$ cat config.mk
export PLATFORM = sky130hd
export DESIGN_NAME = sensor_frame_sum_checksum_parser_core
export DESIGN_NICKNAME = d
export VERILOG_FILES = /design/src/hw/rtl/sfscp_pkg.sv /design/src/hw/rtl/sfscp_ram.sv /design/src/hw/rtl/sfscp_ctrl.sv /design/src/hw/rtl/sfscp_dp.sv /design/src/hw/rtl/sensor_frame_sum_checksum_parser_core.sv
export SDC_FILE = /design/constraint.sdc
export NUM_CORES = 1
export LEC_CHECK = 0
export BUFFER_PORTS_ARGS = -buffer_cell sky130_fd_sc_hd__buf_2
export CELL_PAD_IN_SITES_DETAIL_PLACEMENT = 2
export CELL_PAD_IN_SITES_GLOBAL_PLACEMENT = 2
export CORE_MARGIN = 4
export CORE_UTILIZATION = 47
export CTS_CLUSTER_SIZE = 40
export DETAILED_ROUTE_END_ITERATION = 6
export PLACE_DENSITY = 0.86
export SETUP_SLACK_MARGIN = 0.05
export SLEW_MARGIN = 25
export SYNTH_ARGS = -nofsm -noshare
export SYNTH_HDL_FRONTEND = slang
export SYNTH_SLANG_ARGS = --single-unit
$ cat constraint.sdc
create_clock -name clk -period 4 [get_ports clk]
set_input_delay 0.6 -clock clk [delete_from_list [all_inputs] [get_ports clk]]
set_output_delay 0.6 -clock clk [all_outputs]
set_load 0.05 [all_outputs]
$ cat src/hw/rtl/sfscp_pkg.sv
`default_nettype none
// ----------------------------------------------------------------------------
// Sum-16 frame parser package
// Shared constants, configuration register codes and the command and status
// bundles between the controller and the datapath.
// ----------------------------------------------------------------------------
package sfscp_pkg;

    // Buffer depth in data words (range 1 to 32)
    localparam int DATA_WORDS   = 19;
    localparam int IDX_W        = (DATA_WORDS > 1) ? $clog2(DATA_WORDS) : 1;
    localparam int WORD_INDEX_W = 5;
    localparam int CFG_IDX_W    = 2;

    // Register reset values
    localparam logic [7:0] HEADER_FIRST_RST  = 8'h2D;
    localparam logic [7:0] HEADER_SECOND_RST = 8'h23;
    localparam logic [7:0] MAX_FRAME_LEN_RST = 8'd44;

    // Shortest legal frame, and bytes of header, length and checksum
    localparam logic [7:0] MIN_FRAME_LEN  = 8'd8;
    localparam logic [7:0] FRAME_OVERHEAD = 8'd6;

    // Configuration register indexes
    localparam logic [CFG_IDX_W-1:0] CFG_HEADER_FIRST  = 2'd0;
    localparam logic [CFG_IDX_W-1:0] CFG_HEADER_SECOND = 2'd1;
    localparam logic [CFG_IDX_W-1:0] CFG_MAX_FRAME_LEN = 2'd2;

    // Controller to datapath
    typedef struct packed {
        logic sum_load;    // restart the sum with the current byte
        logic sum_add;     // add the current byte to the sum
        logic low_load;    // hold the current byte as a low byte
        logic len_take;    // latch the frame length and word count
        logic data_take;   // sum, hold and store one data byte
        logic emit_clear;  // restart the emit index
        logic emit_read;   // read the buffered word at the emit index
        logic emit_next;   // advance the emit index
    } dp_cmd_t;

    // Datapath to controller
    typedef struct packed {
        logic hdr1_hit;
        logic hdr2_hit;
        logic len_ok;
        logic data_last;
        logic sum_ok;
        logic emit_last;
    } dp_status_t;

endpackage
`default_nettype wire

$ cat src/hw/rtl/sfscp_ram.sv
`default_nettype none
// ----------------------------------------------------------------------------
// Generic simple dual-port RAM
// One write port, one read port with registered read data.
// ----------------------------------------------------------------------------
module sfscp_ram #(
    parameter int WIDTH = 16,
    parameter int DEPTH = 19,
    parameter int AW    = (DEPTH > 1) ? $clog2(DEPTH) : 1
) (
    input  logic             clk,
    input  logic             we,
    input  logic [AW-1:0]    waddr,
    input  logic [WIDTH-1:0] wdata,
    input  logic             re,
    input  logic [AW-1:0]    raddr,
    output logic [WIDTH-1:0] rdata
);

    logic [WIDTH-1:0] mem [DEPTH];
    logic [WIDTH-1:0] rdata_reg;

    always_ff @(posedge clk)
    begin
        if (we)
        begin
            mem[waddr] <= wdata;
        end
        if (re)
        begin
            rdata_reg <= mem[raddr];
        end
    end

    assign rdata = rdata_reg;

endmodule
`default_nettype wire

$ cat src/hw/rtl/sfscp_ctrl.sv
`default_nettype none
// ----------------------------------------------------------------------------
// Sum-16 frame parser controller
// Parse phase sequencing and word emission handshake.
// ----------------------------------------------------------------------------
module sfscp_ctrl (
    input  logic                  clk,
    input  logic                  rst_n,
    input  logic                  in_valid,
    output logic                  in_ready,
    output logic                  out_valid,
    input  logic                  out_ready,
    input  sfscp_pkg::dp_status_t status,
    output sfscp_pkg::dp_cmd_t    cmd
);
    import sfscp_pkg::*;

    typedef enum logic [8:0] {
        ST_HUNT1 = 9'b000000001,
        ST_HUNT2 = 9'b000000010,
        ST_LENLO = 9'b000000100,
        ST_LENHI = 9'b000001000,
        ST_DATA  = 9'b000010000,
        ST_CSLO  = 9'b000100000,
        ST_CSHI  = 9'b001000000,
        ST_LOAD  = 9'b010000000,
        ST_SHOW  = 9'b100000000
    } state_t;

    state_t state_reg;
    state_t state_next;
    logic   in_fire;

    assign in_ready  = (state_reg != ST_LOAD) && (state_reg != ST_SHOW);
    assign out_valid = (state_reg == ST_SHOW);
    assign in_fire   = in_valid && in_ready;

    always_comb
    begin
        state_next = state_reg;
        cmd        = '0;
        unique case (state_reg)
            ST_HUNT1:
            begin
                if (in_fire && status.hdr1_hit)
                begin
                    cmd.sum_load = 1'b1;
                    state_next   = ST_HUNT2;
                end
            end
            ST_HUNT2:
            begin
                if (in_fire)
                begin
                    if (status.hdr2_hit)
                    begin
                        cmd.sum_add = 1'b1;
                        state_next  = ST_LENLO;
                    end
                    else if (status.hdr1_hit)
                    begin
                        cmd.sum_load = 1'b1;
                    end
                    else
                    begin
                        state_next = ST_HUNT1;
                    end
                end
            end
            ST_LENLO:
            begin
                if (in_fire)
                begin
                    cmd.low_load = 1'b1;
                    cmd.sum_add  = 1'b1;
                    state_next   = ST_LENHI;
                end
            end
            ST_LENHI:
            begin
                if (in_fire)
                begin
                    if (status.len_ok)
                    begin
                        cmd.len_take = 1'b1;
                        state_next   = ST_DATA;
                    end
                    else
                    begin
                        state_next = ST_HUNT1;
                    end
                end
            end
            ST_DATA:
            begin
                if (in_fire)
                begin
                    cmd.data_take = 1'b1;
                    if (status.data_last)
                    begin
                        state_next = ST_CSLO;
                    end
                end
            end
            ST_CSLO:
            begin
                if (in_fire)
                begin
                    cmd.low_load = 1'b1;
                    state_next   = ST_CSHI;
                end
            end
            ST_CSHI:
            begin
                if (in_fire)
                begin
                    if (status.sum_ok)
                    begin
                        cmd.emit_clear = 1'b1;
                        state_next     = ST_LOAD;
                    end
                    else
                    begin
                        state_next = ST_HUNT1;
                    end
                end
            end
            ST_LOAD:
            begin
                cmd.emit_read = 1'b1;
                state_next    = ST_SHOW;
            end
            ST_SHOW:
            begin
                if (out_ready)
                begin
                    if (status.emit_last)
                    begin
                        state_next = ST_HUNT1;
                    end
                    else
                    begin
                        cmd.emit_next = 1'b1;
                        state_next    = ST_LOAD;
                    end
                end
            end
            default:
            begin
                state_next = ST_HUNT1;
            end
        endcase
    end

    always_ff @(posedge clk or negedge rst_n)
    begin
        if (!rst_n)
        begin
            state_reg <= ST_HUNT1;
        end
        else
        begin
            state_reg <= state_next;
        end
    end

endmodule
`default_nettype wire

$ cat src/hw/rtl/sfscp_dp.sv
`default_nettype none
// ----------------------------------------------------------------------------
// Sum-16 frame parser datapath
// Configuration registers, running sum, length checks, word buffer and the
// emit index.
// ----------------------------------------------------------------------------
module sfscp_dp (
    input  logic                                    clk,
    input  logic                                    rst_n,
    input  logic                                    cfg_valid,
    input  logic [sfscp_pkg::CFG_IDX_W-1:0]         cfg_index,
    input  logic [7:0]                              cfg_data,
    input  logic [7:0]                              rx_byte,
    input  sfscp_pkg::dp_cmd_t                      cmd,
    output sfscp_pkg::dp_status_t                   status,
    output logic [sfscp_pkg::WORD_INDEX_W-1:0]      word_index,
    output logic [15:0]                             word_value,
    output logic                                    last_word
);
    import sfscp_pkg::*;

    logic [7:0]       hdr1_reg;
    logic [7:0]       hdr2_reg;
    logic [7:0]       max_len_reg;
    logic [15:0]      sum_reg;
    logic [15:0]      sum_next;
    logic [7:0]       low_reg;
    logic [7:0]       frame_len_reg;
    logic [7:0]       pos_reg;
    logic [IDX_W-1:0] emit_idx_reg;
    logic [IDX_W-1:0] last_idx_reg;
    logic [IDX_W-1:0] last_idx_next;

    logic [7:0]       data_len;
    logic [7:0]       pos_inc;
    logic [6:0]       half_len;
    logic [6:0]       word_slot;
    logic             store_we;

    // Configuration writes; unknown indexes are dropped
    always_ff @(posedge clk or negedge rst_n)
    begin
        if (!rst_n)
        begin
            hdr1_reg    <= HEADER_FIRST_RST;
            hdr2_reg    <= HEADER_SECOND_RST;
            max_len_reg <= MAX_FRAME_LEN_RST;
        end
        else if (cfg_valid)
        begin
            unique case (cfg_index)
                CFG_HEADER_FIRST:  hdr1_reg    <= cfg_data;
                CFG_HEADER_SECOND: hdr2_reg    <= cfg_data;
                CFG_MAX_FRAME_LEN: max_len_reg <= cfg_data;
                default:           ;
            endcase
        end
    end

    assign data_len  = frame_len_reg - FRAME_OVERHEAD;
    assign pos_inc   = pos_reg + 8'd1;
    assign half_len  = 7'((low_reg - FRAME_OVERHEAD) >> 1);
    assign word_slot = pos_reg[7:1];
    assign store_we  = cmd.data_take && pos_reg[0] && (word_slot < 7'(DATA_WORDS));

    always_comb
    begin
        if (half_len > 7'(DATA_WORDS))
        begin
            last_idx_next = IDX_W'(DATA_WORDS - 1);
        end
        else
        begin
            last_idx_next = IDX_W'(half_len - 7'd1);
        end
    end

    always_comb
    begin
        sum_next = sum_reg;
        if (cmd.sum_load)
        begin
            sum_next = {8'd0, rx_byte};
        end
        else if (cmd.sum_add || cmd.data_take)
        begin
            sum_next = sum_reg + {8'd0, rx_byte};
        end
    end

    always_ff @(posedge clk or negedge rst_n)
    begin
        if (!rst_n)
        begin
            sum_reg       <= '0;
            low_reg       <= '0;
            frame_len_reg <= '0;
            pos_reg       <= '0;
            emit_idx_reg  <= '0;
            last_idx_reg  <= '0;
        end
        else
        begin
            sum_reg <= sum_next;
            if (cmd.low_load || (cmd.data_take && !pos_reg[0]))
            begin
                low_reg <= rx_byte;
            end
            if (cmd.len_take)
            begin
                frame_len_reg <= low_reg;
                pos_reg       <= '0;
                last_idx_reg  <= last_idx_next;
            end
            else if (cmd.data_take)
            begin
                pos_reg <= pos_inc;
            end
            if (cmd.emit_clear)
            begin
                emit_idx_reg <= '0;
            end
            else if (cmd.emit_next)
            begin
                emit_idx_reg <= emit_idx_reg + IDX_W'(1);
            end
        end
    end

    sfscp_ram #(
        .WIDTH (16),
        .DEPTH (DATA_WORDS)
    ) u_word_ram (
        .clk   (clk),
        .we    (store_we),
        .waddr (IDX_W'(word_slot)),
        .wdata ({rx_byte, low_reg}),
        .re    (cmd.emit_read),
        .raddr (emit_idx_reg),
        .rdata (word_value)
    );

    assign status.hdr1_hit  = (rx_byte == hdr1_reg);
    assign status.hdr2_hit  = (rx_byte == hdr2_reg);
    assign status.len_ok    = (rx_byte == 8'd0) && (low_reg >= MIN_FRAME_LEN)
                              && (low_reg <= max_len_reg);
    assign status.data_last = (pos_inc >= data_len);
    assign status.sum_ok    = ({rx_byte, low_reg} == sum_reg);
    assign status.emit_last = (emit_idx_reg == last_idx_reg);

    assign word_index = WORD_INDEX_W'(emit_idx_reg);
    assign last_word  = status.emit_last;

endmodule
`default_nettype wire

$ cat src/hw/rtl/sensor_frame_sum_checksum_parser_core.sv
`default_nettype none
// ----------------------------------------------------------------------------
// Sum-16 checksummed sensor frame parser
// Hunts for a two-byte header, checks a whole-frame length, buffers the
// little-endian data words and emits them when the sum-16 checksum matches.
// ----------------------------------------------------------------------------
//
//  Channel  Dir  Handshake             Payload
//  -------  ---  --------------------  ---------------------------------------
//  cfg      in   cfg_valid/cfg_ready   cfg_index (2b), cfg_data (8b)
//  in       in   in_valid/in_ready     rx_byte (8b)
//  out      out  out_valid/out_ready   word_index (5b), word_value (16b),
//                                      last_word (1b)
//
//  One byte is taken per cycle while a frame is parsed; a byte never causes
//  a wait. After a good checksum each buffered word takes a read of the word
//  buffer, then the request on the output, and the input stays blocked until
//  the final word is accepted on the output.
//  Reset restores the header bytes and maximum length and returns to hunting.
//  The word buffer is not cleared: every word emitted is written in its frame.
//  Configuration writes are taken in every cycle.
//
module sensor_frame_sum_checksum_parser_core (
    input  logic                                clk,
    input  logic                                rst_n,
    input  logic                                cfg_valid,
    output logic                                cfg_ready,
    input  logic [sfscp_pkg::CFG_IDX_W-1:0]     cfg_index,
    input  logic [7:0]                          cfg_data,
    input  logic                                in_valid,
    output logic                                in_ready,
    input  logic [7:0]                          rx_byte,
    output logic                                out_valid,
    input  logic                                out_ready,
    output logic [sfscp_pkg::WORD_INDEX_W-1:0]  word_index,
    output logic [15:0]                         word_value,
    output logic                                last_word
);
    import sfscp_pkg::*;

    dp_cmd_t    cmd;
    dp_status_t status;

    // Registers are always writable
    assign cfg_ready = 1'b1;

    // Sequence the parse phases and the emit handshake
    sfscp_ctrl u_ctrl (
        .clk       (clk),
        .rst_n     (rst_n),
        .in_valid  (in_valid),
        .in_ready  (in_ready),
        .out_valid (out_valid),
        .out_ready (out_ready),
        .status    (status),
        .cmd       (cmd)
    );

    // Hold the sum, lengths and buffered words; drive the result payload
    sfscp_dp u_dp (
        .clk        (clk),
        .rst_n      (rst_n),
        .cfg_valid  (cfg_valid),
        .cfg_index  (cfg_index),
        .cfg_data   (cfg_data),
        .rx_byte    (rx_byte),
        .cmd        (cmd),
        .status     (status),
        .word_index (word_index),
        .word_value (word_value),
        .last_word  (last_word)
    );

endmodule
`default_nettype wire

==> summary.md <==
| Metric | Value |
|---|---|
| Delay-heaviest family, CP | simple AND/OR/NAND/NOR gates |
| Worst path cell trace | nand3_1 > nor2_1 > nand3_1 > xnor2_1 > ha_1 > and4_1 > o21ai_0 > o21ai_0 > and3_1 > mux2_1 |
| Netlist cell types | 68 |
| Syn Inst Count | 1061 |
| CORE AREA | 36800 um2 |
| Status | finished clean |
| Largest family of logic cells by synthesized area | multiplexers |
| Final WL | 65400 um |
| Die Y | 202 um |
| M1 GR Usage | 41.3% |
| First-pass GRT wire length | 93900 um |
| Async set-reset flop share out of synthesis | 20.6% |
| Comb pwr share | 7.0% |
| Tcrit/Tclk final | 93.0% |
| HP Class | primary input to async pin |
| Final setup fails | 0 |
| Post-synthesis compound-gate area fraction | 4.72% |
| Area growth syn-to-layout | 14.5% |
| Drt pass-1 iters | 5 |
| Die Span X | 202 um |
| Critical path buffers and inverters | 0 |
| Average routed wire per standard cell | 39.8 um |
| Port buffer count | 46 |
| Most common cell after layout, fill and taps aside | edfxtp_1 |
| Antenna Nets Post-Route | 0 |
| Seq pwr share | 48.3% |
| Iter 0 DRT Violations | 1391 |
| H-tree depth | 2 |
| DP HPWL | 38800 um |
| Post-Synth Adder-Cell Area | 2.18% |
| Clock Pin Slew Worst Setup and Hold Paths | 0.07 ns |
| Max-Cap Viols | 0 |
| Clock period minus worst slack | 3.72 ns |
| PnR worst setup slack | 0.281 ns |
| Setup crit end kind | flop |
| Initial antenna violation count | 0 |
| M2 GR Usage | 53.4% |
| # rows | 70 |
| Nets | 1197 |
| VDD IR max | 389 uV |
| Via count | 11200 |
| Worst r2r path cells | 10 |
| Grt ovf | 0 |
| Crit path largest cell delay | 0.57 ns |
| Vias per Instance | 6.80 |
| Hold Vio Cnt, Final | 0 |
| GR peak layer | met2 |
| CTS root buffer | clkbuf_16 |
| Fin Setup TNS | 0 ns |
| Main synth FF type | edfxtp_1 |
| Syn_nets | 1114 |
| Seq cells post-synth | 403 |
| Tot Pwr | 0.00973 W |
| Bufs on Longest Clock Path | 3 |
| Crit. path cell count | 10 |
| Later-pin clock latency in the skew report | 0.60 ns |
| Relative slew slack | 44.1% |
| DRC viols | 0 |
| Clock Sink Count | 403 |
| Sequential element share of the synthesized area | 66.5% |
| Slew Limit Fails | 0 |
| Sw Share | 24.6% |
| Synth Area in Simple Gates | 6.08% |
| Resize count post-CTS | 0 |
| YS warnings | 0 |
| CP startpoint kind | flop |
| CP max FO | 7 |
| Leak Pwr | 6.57 nW |
| CTS Buf Count | 43 |
| Most frequent cells in the layout | 320 x edfxtp_1, 80 x mux4_2, 69 x dfrtp_1 |
| Vias in the first global route | 12200 |
| Core Util, Final | 54.8% |
| Setup CP Type | flop to flop |
| Area of the mapped netlist | 17600 um2 |
| Worst Clk Skew | 0.0351 ns |
| Post-synthesis mux area share | 15.0% |
| Max stage delay cell, worst path | o21ai_0 |
| Worst-Margin Slew | 0.838 ns |
| Psw | 0.00239 W |
| Placed Area | 18700 um2 |
| Setup slack, reg-to-reg | 0.28 ns |
| Critical Path RT | 4.47 ns |
| Initial core utilization | 47.8% |
| Largest net degree at the start of global routing | 58 |
| CP Data Arrival Time | 4.19 ns |
| Post-route cell area | 20100 um2 |
| Power density over the cells | 483 nW/um2 |
| Avg Synthesized Cell Area | 16.6 um2 |
| Post-CTS setup buffers | 0 |
| Hold_buf cts | 0 |
| Cell Int Power | 0.00734 W |
| XOR/XNOR Fraction of Synth Area | 3.63% |
| Fmax | 0.269 GHz |
| TritonCTS clock tree | done |
| Tot GR Track Use | 32.0% |
| Clk pwr share | 44.7% |
| Max reg flops | 304 |
| I/O pins | 48 |
| M3 GR Usage | 5.64% |
| Final Wtd Congestion | 0.857 |
| Post-synth EDFFs | 320 |
| RSZ-0062 raised after global routing | false |
| Post-Place Worst Slack | 0.498 ns |
| Share of cells above drive strength 1 | 29.2% |
| Die ar. | 40600 um2 |
-- synthesized netlist by cell type, types with 5 or more instances --
cell / count / share of area (%)
edfxtp_1: 320 / 55
dfstp_2: 11 / 1.6
o21ai_0: 28 / 0.80
buf_2: 17 / 0.48
nor2b_1: 5 / 0.18
nand3_1: 8 / 0.23
mux2_2: 51 / 3.3
mux2i_1: 20 / 1.1
nor4_1: 7 / 0.25
or3_1: 7 / 0.25
and3_1: 6 / 0.21
nor2_1: 57 / 1.2
mux4_2: 80 / 10
ha_1: 29 / 2.1
mux2_1: 6 / 0.38
a21oi_1: 17 / 0.48
nand2_1: 45 / 0.96
nand4_1: 16 / 0.57
a21o_1: 7 / 0.30
a211oi_1: 5 / 0.21
nor3_1: 18 / 0.51
nand3b_1: 5 / 0.21
inv_1: 20 / 0.43
clkbuf_1: 33 / 0.70
xnor2_1: 42 / 2.1
a221o_1: 8 / 0.46
o31ai_1: 12 / 0.51
dfrtp_1: 72 / 10
o211ai_1: 5 / 0.21
xor2_1: 31 / 1.5
-- metal layers --
layer | routed length, um | share of wire [%] | vias up
li1 | - | - | 4313
met1 | 25100 | 38 | 5961
met2 | 32000 | 49 | 709
met3 | 4630 | 7.1 | 215
met4 | 3700 | 5.6 | 0
met5 | 0 | 0 | -
-- worst paths after layout --
kind | start | to
max reg2reg | u_dp.pos_reg[0] | u_ctrl.state_reg[3]
max | u_dp.pos_reg[0] | u_ctrl.state_reg[3]
min in group clk | cfg_data[4] | u_dp.hdr2_reg[4]
max in group asynchronous | rst_n | u_dp.hdr1_reg[2]
min reg2reg | u_dp.hdr1_reg[1] | u_dp.hdr1_reg[1]
min | rst_n | u_dp.sum_reg[12]
-- power by group through the flow --
stage          registers, W  clock network (W)  logic (W)
6_report            0.00470            0.00435   0.000680
5_1_grt             0.00470            0.00458   0.000709
4_1_cts             0.00469            0.00439   0.000667
2_1_floorplan       0.00473                  0   0.000405
3_5_place_dp        0.00478                  0   0.000620
3_3_place_gp        0.00476                  0   0.000549
-- cell families after synthesis --
kind of cell             count (synthesis)
AO/OA/AOI/OAI                          116
XOR/XNOR                                73
adder cells (fa/ha/maj)                 30
buffers and inverters                   78
flip-flops                             403
multiplexers                           157
other                                    1
AND/OR/NAND/NOR                        203
-- per-stage QoR --
step / std cells / hold slack, ns
CTS: 1645 / 0.115
detailed placement: 1567 / 0.509
finish: 1646 / 0.119
global route: 1645 / 0.160
global placement: 1566 / 0.493
floorplan: 1061 / 0.304
-- cell type report --
type | instances | area, um2
fill | 3171 | 16600
sequential | 403 | 11700
inverter | 21 | 78.8
timing repair buffer | 95 | 663
clock inverter | 31 | 380
clock buffer | 47 | 1090
antenna | 1 | 2.50
multi-input combinational | 580 | 5630
tap | 468 | 586
(Power assumes the default switching activity.)
